--- config.mk ---
export PLATFORM = sky130hd
export DESIGN_NAME = pps_ctrl
export DESIGN_NICKNAME = d
export VERILOG_FILES = /design/src/hdl/pps_pkg.sv /design/src/hdl/pps_ctrl.sv
export SDC_FILE = /design/constraint.sdc
export NUM_CORES = 1
export LEC_CHECK = 0
export ABC_AREA = 1
export BUFFER_PORTS_ARGS = -buffer_cell sky130_fd_sc_hd__buf_2
export CAP_MARGIN = 20
export CELL_PAD_IN_SITES_DETAIL_PLACEMENT = 1
export CELL_PAD_IN_SITES_GLOBAL_PLACEMENT = 1
export CORE_AREA = 2 2 82 84
export CTS_BUF_LIST = sky130_fd_sc_hd__clkbuf_16
export DETAILED_ROUTE_END_ITERATION = 8
export DIE_AREA = 0 0 84 86
export PLACE_DENSITY = 0.84
export SETUP_SLACK_MARGIN = 0.15
export SLEW_MARGIN = 15
export SYNTH_ARGS = -nofsm -noshare
export SYNTH_HDL_FRONTEND = slang
export SYNTH_SLANG_ARGS = --single-unit
--- constraint.sdc ---
create_clock -name clk -period 1.6 [get_ports clk]
set_input_delay 0.16 -clock clk [delete_from_list [all_inputs] [get_ports clk]]
set_output_delay 0.16 -clock clk [all_outputs]
set_load 0.005 [all_outputs]
--- src/hdl/pps_pkg.sv ---
// shared types, constants and helper functions of the trajectory sampler
// used by pps_ctrl, pps_datapath and the top level; no dependencies
`timescale 1ns / 1ps
`default_nettype none

package pps_pkg;

  localparam int MAX_COEFFS   = 10;
  localparam int MAX_SEGMENTS = 16;
  localparam int AXES         = 4;
  localparam int COEF_DEPTH   = MAX_SEGMENTS * AXES * MAX_COEFFS;
  localparam int ADDR_W       = $clog2(COEF_DEPTH);
  localparam int SEG_W        = 4;
  localparam int CNT_W        = 4;
  localparam int NSEG_W       = 5;
  localparam int DATA_W       = 48;
  localparam int TIME_W       = 32;
  localparam int CFG_IDX_W    = 2;
  localparam int CFG_DATA_W   = 8;

  localparam logic [1:0] OP_LOAD_COEFF = 2'd0;
  localparam logic [1:0] OP_LOAD_DUR   = 2'd1;
  localparam logic [1:0] OP_START      = 2'd2;
  localparam logic [1:0] OP_SAMPLE     = 2'd3;

  localparam logic [CFG_IDX_W-1:0] CFG_COEFF_COUNT   = 2'd0;
  localparam logic [CFG_IDX_W-1:0] CFG_SEGMENT_COUNT = 2'd1;

  localparam logic [1:0] YAW_AXIS       = 2'd3;
  localparam logic [1:0] LAST_DERIV     = 2'd3;
  localparam logic [1:0] YAW_LAST_DERIV = 2'd1;

  localparam logic signed [DATA_W-1:0] POS_MAX = 48'sh7FFF_FFFF_FFFF;
  localparam logic signed [DATA_W-1:0] NEG_MIN = 48'sh8000_0000_0000;

  typedef struct packed {
    logic              latch_in;
    logic              load_coeff;
    logic              load_dur;
    logic              sum_clear;
    logic              sum_add;
    logic              sum_done;
    logic              setup;
    logic              advance;
    logic              acc_clear;
    logic              rd_issue;
    logic              mul;
    logic              mt;
    logic              add;
    logic              store_deriv;
    logic              emit;
    logic              clr_we;
    logic [1:0]        axis;
    logic [1:0]        d;
    logic [CNT_W-1:0]  k;
    logic [SEG_W-1:0]  idx;
    logic [ADDR_W-1:0] clr_addr;
  } pps_cmd_t;

  typedef struct packed {
    logic [1:0]        opcode;
    logic [CNT_W-1:0]  n;
    logic [NSEG_W-1:0] ns;
    logic              tracking;
    logic              out_busy;
  } pps_status_t;

  // product (k+1)..(k+d), the factor of coefficient k+d in derivative d
  function automatic logic [9:0] deriv_factor(input logic [CNT_W-1:0] k, input logic [1:0] d);
    logic [9:0] f;
    f = 10'd1;
    for (int j = 1; j <= 3; j++) begin
      if (j <= int'(d)) f = 10'(f * 10'(int'(k) + j));
    end
    return f;
  endfunction

  function automatic logic signed [DATA_W-1:0] sat48(input logic signed [63:0] v);
    if (&v[63:47] || ~|v[63:47]) return v[47:0];
    return v[63] ? NEG_MIN : POS_MAX;
  endfunction

endpackage

`default_nettype wire

--- src/hdl/pps_ctrl.sv ---
// controller of the trajectory sampler: sequences loads, end time sum,
// horner steps and result requests; depends on pps_pkg
`timescale 1ns / 1ps
`default_nettype none

module pps_ctrl (
  input  wire                   clk,
  input  wire                   rst_n,
  input  wire                   in_valid,
  output logic                  in_ready,
  input  pps_pkg::pps_status_t  status,
  output pps_pkg::pps_cmd_t     cmd
);

  typedef enum logic [3:0] {
    S_CLEAR, S_IDLE, S_DECODE, S_SUM, S_SETUP, S_ADV, S_DSTART,
    S_RD, S_MUL, S_MT, S_ADD, S_DSTORE, S_EMIT
  } state_t;

  state_t                        state_r, state_nxt;
  logic [1:0]                    axis_r, axis_nxt;
  logic [1:0]                    d_r, d_nxt;
  logic [pps_pkg::CNT_W-1:0]     k_r, k_nxt;
  logic [pps_pkg::NSEG_W-1:0]    idx_r, idx_nxt;
  logic [pps_pkg::ADDR_W-1:0]    clr_r, clr_nxt;
  logic [1:0]                    last_d;

  assign in_ready = (state_r == S_IDLE);
  assign last_d   = (axis_r == pps_pkg::YAW_AXIS) ? pps_pkg::YAW_LAST_DERIV
                                                  : pps_pkg::LAST_DERIV;

  always_comb begin
    state_nxt    = state_r;
    axis_nxt     = axis_r;
    d_nxt        = d_r;
    k_nxt        = k_r;
    idx_nxt      = idx_r;
    clr_nxt      = clr_r;
    cmd          = '0;
    cmd.axis     = axis_r;
    cmd.d        = d_r;
    cmd.k        = k_r;
    cmd.idx      = idx_r[pps_pkg::SEG_W-1:0];
    cmd.clr_addr = clr_r;
    unique case (state_r)
      S_CLEAR: begin
        cmd.clr_we = 1'b1;
        clr_nxt    = clr_r + 1'b1;
        if (clr_r == pps_pkg::ADDR_W'(pps_pkg::COEF_DEPTH - 1)) state_nxt = S_IDLE;
      end
      S_IDLE: begin
        if (in_valid) begin
          cmd.latch_in = 1'b1;
          state_nxt    = S_DECODE;
        end
      end
      S_DECODE: begin
        unique case (status.opcode)
          pps_pkg::OP_LOAD_COEFF: begin
            cmd.load_coeff = 1'b1;
            state_nxt      = S_IDLE;
          end
          pps_pkg::OP_LOAD_DUR: begin
            cmd.load_dur = 1'b1;
            state_nxt    = S_IDLE;
          end
          pps_pkg::OP_START: begin
            cmd.sum_clear = 1'b1;
            idx_nxt       = '0;
            state_nxt     = S_SUM;
          end
          default: begin
            cmd.setup = 1'b1;
            state_nxt = S_SETUP;
          end
        endcase
      end
      S_SUM: begin
        if (idx_r < status.ns) begin
          cmd.sum_add = 1'b1;
          idx_nxt     = idx_r + 1'b1;
        end else begin
          cmd.sum_done = 1'b1;
          state_nxt    = S_IDLE;
        end
      end
      S_SETUP: begin
        // tracking flag and local time are registered now
        axis_nxt  = '0;
        d_nxt     = '0;
        state_nxt = S_ADV;
      end
      S_ADV: begin
        cmd.advance = 1'b1;
        state_nxt   = status.tracking ? S_DSTART : S_EMIT;
      end
      S_DSTART: begin
        cmd.acc_clear = 1'b1;
        if (status.n <= pps_pkg::CNT_W'(d_r)) begin
          state_nxt = S_DSTORE;
        end else begin
          k_nxt     = status.n - pps_pkg::CNT_W'(d_r) - 1'b1;
          state_nxt = S_RD;
        end
      end
      S_RD: begin
        cmd.rd_issue = 1'b1;
        state_nxt    = S_MUL;
      end
      S_MUL: begin
        cmd.mul   = 1'b1;
        state_nxt = S_MT;
      end
      S_MT: begin
        cmd.mt    = 1'b1;
        state_nxt = S_ADD;
      end
      S_ADD: begin
        cmd.add = 1'b1;
        if (k_r == '0) begin
          state_nxt = S_DSTORE;
        end else begin
          k_nxt     = k_r - 1'b1;
          state_nxt = S_RD;
        end
      end
      S_DSTORE: begin
        cmd.store_deriv = 1'b1;
        if (d_r == last_d) begin
          state_nxt = S_EMIT;
        end else begin
          d_nxt     = d_r + 1'b1;
          state_nxt = S_DSTART;
        end
      end
      S_EMIT: begin
        if (!status.out_busy) begin
          cmd.emit = 1'b1;
          if (axis_r == pps_pkg::YAW_AXIS) begin
            state_nxt = S_IDLE;
          end else begin
            axis_nxt  = axis_r + 1'b1;
            d_nxt     = '0;
            state_nxt = status.tracking ? S_DSTART : S_EMIT;
          end
        end
      end
      default: state_nxt = S_IDLE;
    endcase
  end

  always_ff @(posedge clk) begin
    if (!rst_n) begin
      state_r <= S_CLEAR;
      axis_r  <= '0;
      d_r     <= '0;
      k_r     <= '0;
      idx_r   <= '0;
      clr_r   <= '0;
    end else begin
      state_r <= state_nxt;
      axis_r  <= axis_nxt;
      d_r     <= d_nxt;
      k_r     <= k_nxt;
      idx_r   <= idx_nxt;
      clr_r   <= clr_nxt;
    end
  end

endmodule

`default_nettype wire

# After elaboration in Yosys (flattened, before gate mapping)
# Cells that the tools add are included.
[word_totals]
out_inout_bits = 39
inputBits = 16
register_bits = 27
[classes]
magnitude_cmp = 2
muxes = 46
eq_ne = 27
n_addsub = 7
n_reduce_logical = 14
[ops]
columns = ["cell", "n"]
rows = [
  ["$pmux 4 s13", 1],
  ["$mux 4", 11],
  ["$eq 4x4->1 const B", 5],
  ["$mux 1", 19],
  ["$ne 2x2->1 const B", 9],
  ["$eq 4x3->1 const B", 4],
  ["$mux 2", 7],
  ["$add 10x1->10 const B", 1],
  ["$eq 10x10->1 const B", 1],
  ["$mux 5", 2],
  ["$pmux 5 s2", 1],
  ["$reduce_and 3->1", 3],
  ["$eq 4x2->1 const B", 2],
  ["$logic_not 4->1", 2],
  ["$pmux 4 s2", 1],
  ["$reduce_and 4->1", 2],
  ["$sub 4x1->4 const B", 2],
  ["$pmux 2 s3", 1],
  ["$pmux 3 s2", 1],
  ["$reduce_bool 2->1", 3],
  ["$add 5x1->5 const B", 1],
  ["$lt 5x5->1", 1],
  ["$add 2x1->2 const B", 2],
  ["$eq 2x2->1 const B", 2],
  ["12 further kinds", 12],
]

# Longest topological paths before layout
[logic_depth]
word_depth = 5
mapped_depth = 11
mapped_depth_nobuf = 11

# Worst setup path before layout
# OpenSTA, ideal clock, no wires.
[synth_path]
path_type = "flip-flop to flip-flop"
start = "reg d_r[0]"
end = "reg k_r[2] in the netlist's numbering"
arrival_ps = 1491
stages_incl_launch_ff = 8
setup_time_ps = 70
n_path_buf = 0
path_slack_ps = 39
cell_sequence = "dfxtp_1 -> inv_1 -> ha_1 -> fa_1 -> xor2_1 -> o21ai_0 -> nand2_1 -> a21oi_1"
[synth_between]
elab_chain_cells = 4
elab_cells_between_ends = 7
[synth_rtl]
columns = ["item", "line", "text"]
rows = [
  ["from (decl)", "pps_ctrl.sv:22", "logic [1:0] d_r, d_nxt;"],
  ["from (signal assigned)", "pps_ctrl.sv:163", "d_r <= d_nxt;"],
  ["$sub 4x2->4", "pps_ctrl.sv:102", "k_nxt = status.n - pps_pkg::CNT_W'(d_r) - 1'b1;"],
  ["$sub 4x1->4", "pps_ctrl.sv:102", ""],
  ["$mux 4", "pps_ctrl.sv:99", "if (status.n <= pps_pkg::CNT_W'(d_r)) begin"],
  ["$pmux 4 s2", "pps_ctrl.sv:45", "unique case (state_r)"],
  ["to (signal assigned)", "pps_ctrl.sv:164", "k_r <= k_nxt;"],
  ["to (decl)", "pps_ctrl.sv:23", "logic [pps_pkg::CNT_W-1:0] k_r, k_nxt;"],
]
# Parallel ways exist; a longest one is shown, timed or not. The select of a mux whose other input is x is not followed.
# A chain may end at the register's enable or synchronous reset.

==> out/results.txt <==
status -> finished, violations left
failing checks -> negative setup slack
Post-route DRC -> 0
via count -> 2249
slew margin rel. -> 57.0%
row count -> 29
worst-path fanout max -> 4
total congestion overflow -> 0
average size of a mapped cell -> 6.29 um^2
clk sink count -> 27
antenna violations before repair -> 0
Min Clock Period, post-route -> 1630 ps
Core Region -> 6280 um^2
power per cell area -> 494 nW/um^2
worst slew pin tran -> 644 ps
final cell area excluding filler cells -> 2910 um^2
Post-DRT Antenna Nets -> 0
chip width -> 84 um
unrepaired setup endpoints after global routing -> yes
most common cell after layout, fill and taps aside -> nand2_1
WL per Instance -> 14.4 um
Internal -> 1.08 mW
WHS -> 245 ps
gpl congestion -> 0.806
sw frac -> 24.6%
clock network power share -> 42.0%
# port buffers -> 54
most frequent cells in the layout -> nand2_1 (63), buf_2 (54), nor2_1 (38)
Pleak -> 1.40 nW
Setup crit end kind -> output pin
Die ar. -> 7220 um^2
Mapped Nets -> 338
endpoints failing setup -> 1
Slew Limit Fails -> 0
Yosys reg bits -> 27
post-synthesis cell count -> 310
period utilization -> 102%
diode count -> 0
Pre-Repair DR Iteration Count -> 4
Switching Power -> 0.355 mW
initial core utilization -> 31.1%
1st-iter DRT viols -> 57
combinational power share -> 10.9%
Reg power frac -> 47.1%
max cap viols -> 0
share of cells above drive strength 1 -> 45.4%
Arrival @ worst endpoint -> 1470 ps
Worst VDD drop -> 0.451 mV
setup TNS -> -27.9 ps
IO Pins -> 55
worst hold path class -> in -> reg
Root Buffer -> clkbuf_16
CTS tree -> yes
Final nets -> 412
WS Path Type -> reg -> out
pin count of the biggest net entering global routing -> 17
YS warnings -> 0
CTS Buffer Depth -> 2
Area after DPL -> 2390 um^2
Placement Setup Slack -> -40.4 ps
vias per cell -> 4.89
synthesized area -> 1950 um^2
fmax -> 614 MHz
die height -> 86 um
dpl hpwl -> 4.83 mm
final hold vios -> 0
CTS H-tree lvls -> 1
Critical Path RT -> 1440 ps
post-route setup slack -> -27.9 ps
final WL -> 6.63 mm
Final Skew -> 11.4 ps
Yosys cell types -> 28
global-route wire length before repair -> 10.4 mm
Area Growth Syn to Fin -> 49.3%
Reg clk slew, reported paths -> 80 ps
sequential fraction of the synthesis area -> 27.7%
CTS Buf Count -> 3
GRT Total Usage -> 17.7%
vias in the first global route -> 2258
Critical Path Start Type -> flip-flop
Clock Latency Late Sink -> 270 ps
## cell usage after synthesis
master	n	area (um^2)
nand2_1	77	289
nor2_1	46	173
inv_1	43	161
dfxtp_1	27	541
nand3_1	26	130
a21oi_1	19	95.1
o21ai_0	13	65.1
ha_1	11	138
nor3_1	8	40.0
xor2_1	5	43.8
buf_4	4	30.0
nand2_2	4	25.0
nand4_1	4	25.0
inv_2	3	11.3
nor2_4	3	33.8
clkbuf_1	2	7.51
nand2_4	2	22.5
nor2_2	2	12.5
o21a_1	2	15.0
a211oi_1	1	7.51
a31oi_1	1	6.26
fa_1	1	20.0
nand3_2	1	10.0
nor3_2	1	10.0
nor3_4	1	16.3
nor3b_1	1	7.51
o22ai_1	1	6.26
xnor2_1	1	8.76
## cell type report
class | count | area, um^2
multi-input cells | 231 | 1540
flip-flops and latches | 27 | 567
clock inverters | 1 | 6.26
well taps | 77 | 96.3
repair buffers | 75 | 448
inverters | 46 | 178
fillers | 816 | 3370
clock buffers | 3 | 75.1
## metal layers
| layer | vias up | routed length [um] | global-route usage (%) |
|---|---|---|---|
| met2 | 43 | 3450 | 33.5 |
| met3 | 9 | 244 | 2.60 |
| li1 | 1131 | - | - |
| met5 | - | 0 | 0 |
| met1 | 1066 | 2840 | 21.2 |
| met4 | 0 | 93 | 4.11 |
## registers in the layout (all words and copies together) (netlist names)
| register | flops |
|---|---|
| clr_r | 10 |
| idx_r | 5 |
| k_r | 4 |
| state_r | 4 |
| axis_r | 2 |
| d_r | 2 |
## power groups by stage
stage                     clock network [mW]  logic [mW]  registers, mW
final                                  0.604       0.157          0.678
after global routing                   0.658       0.175          0.679
after CTS                              0.626       0.139          0.680
after detailed placement                   0       0.123          0.696
after global placement                     0       0.117          0.696
after floorplan                            0      0.0606          0.700
## worst paths after layout
kind / start / to / slack [ps] / depth (start not counted)
worst min-delay path: status[0] / state_r[2]$_SDFFE_PN0P_ / 240 / 3
worst max-delay path: state_r[3]$_SDFFE_PN0P_ / cmd[32] / -30 / 6
worst max register to register: idx_r[4]$_SDFFE_PN0P_ / state_r[1]$_SDFFE_PN0P_ / 20 / 10
worst min register to register: axis_r[1]$_SDFFE_PN0P_ / axis_r[1]$_SDFFE_PN0P_ / 480 / 2
## per-stage QoR
stage               util [%]  std cells  power (mW)
global route            46.4        460        1.51
CTS                     42.9        459        1.45
global placement        38.1        447       0.813
finish                  46.4        460        1.44
floorplan                  -        310       0.760
detailed placement      38.1        447       0.819
## critical path, stage by stage, from the launching register on
cell and delay, ps:
dfxtp_2 350, inv_1 120, nand2_1 150, nor2_2 170, inv_1 110, a31oi_1 160, buf_2 140
## what timing repair did
action                                  in CTS  in global routing
hold buffers                                 0                  0
buffers inserted                             8                  1
endpoints found under the setup margin      30                 29
gates resized for setup                     44                 61
pin swaps                                   20                 29
## cells by family after synthesis
logic type	after synthesis	share of synthesized area, %
compound gates	37	10.0
xor+xnor	6	2.69
flops	27	27.7
simple gates	176	40.7
fa+ha+maj	12	8.08
buf+inv	52	10.8
No activity file was read; power rests on OpenSTA's default activity.
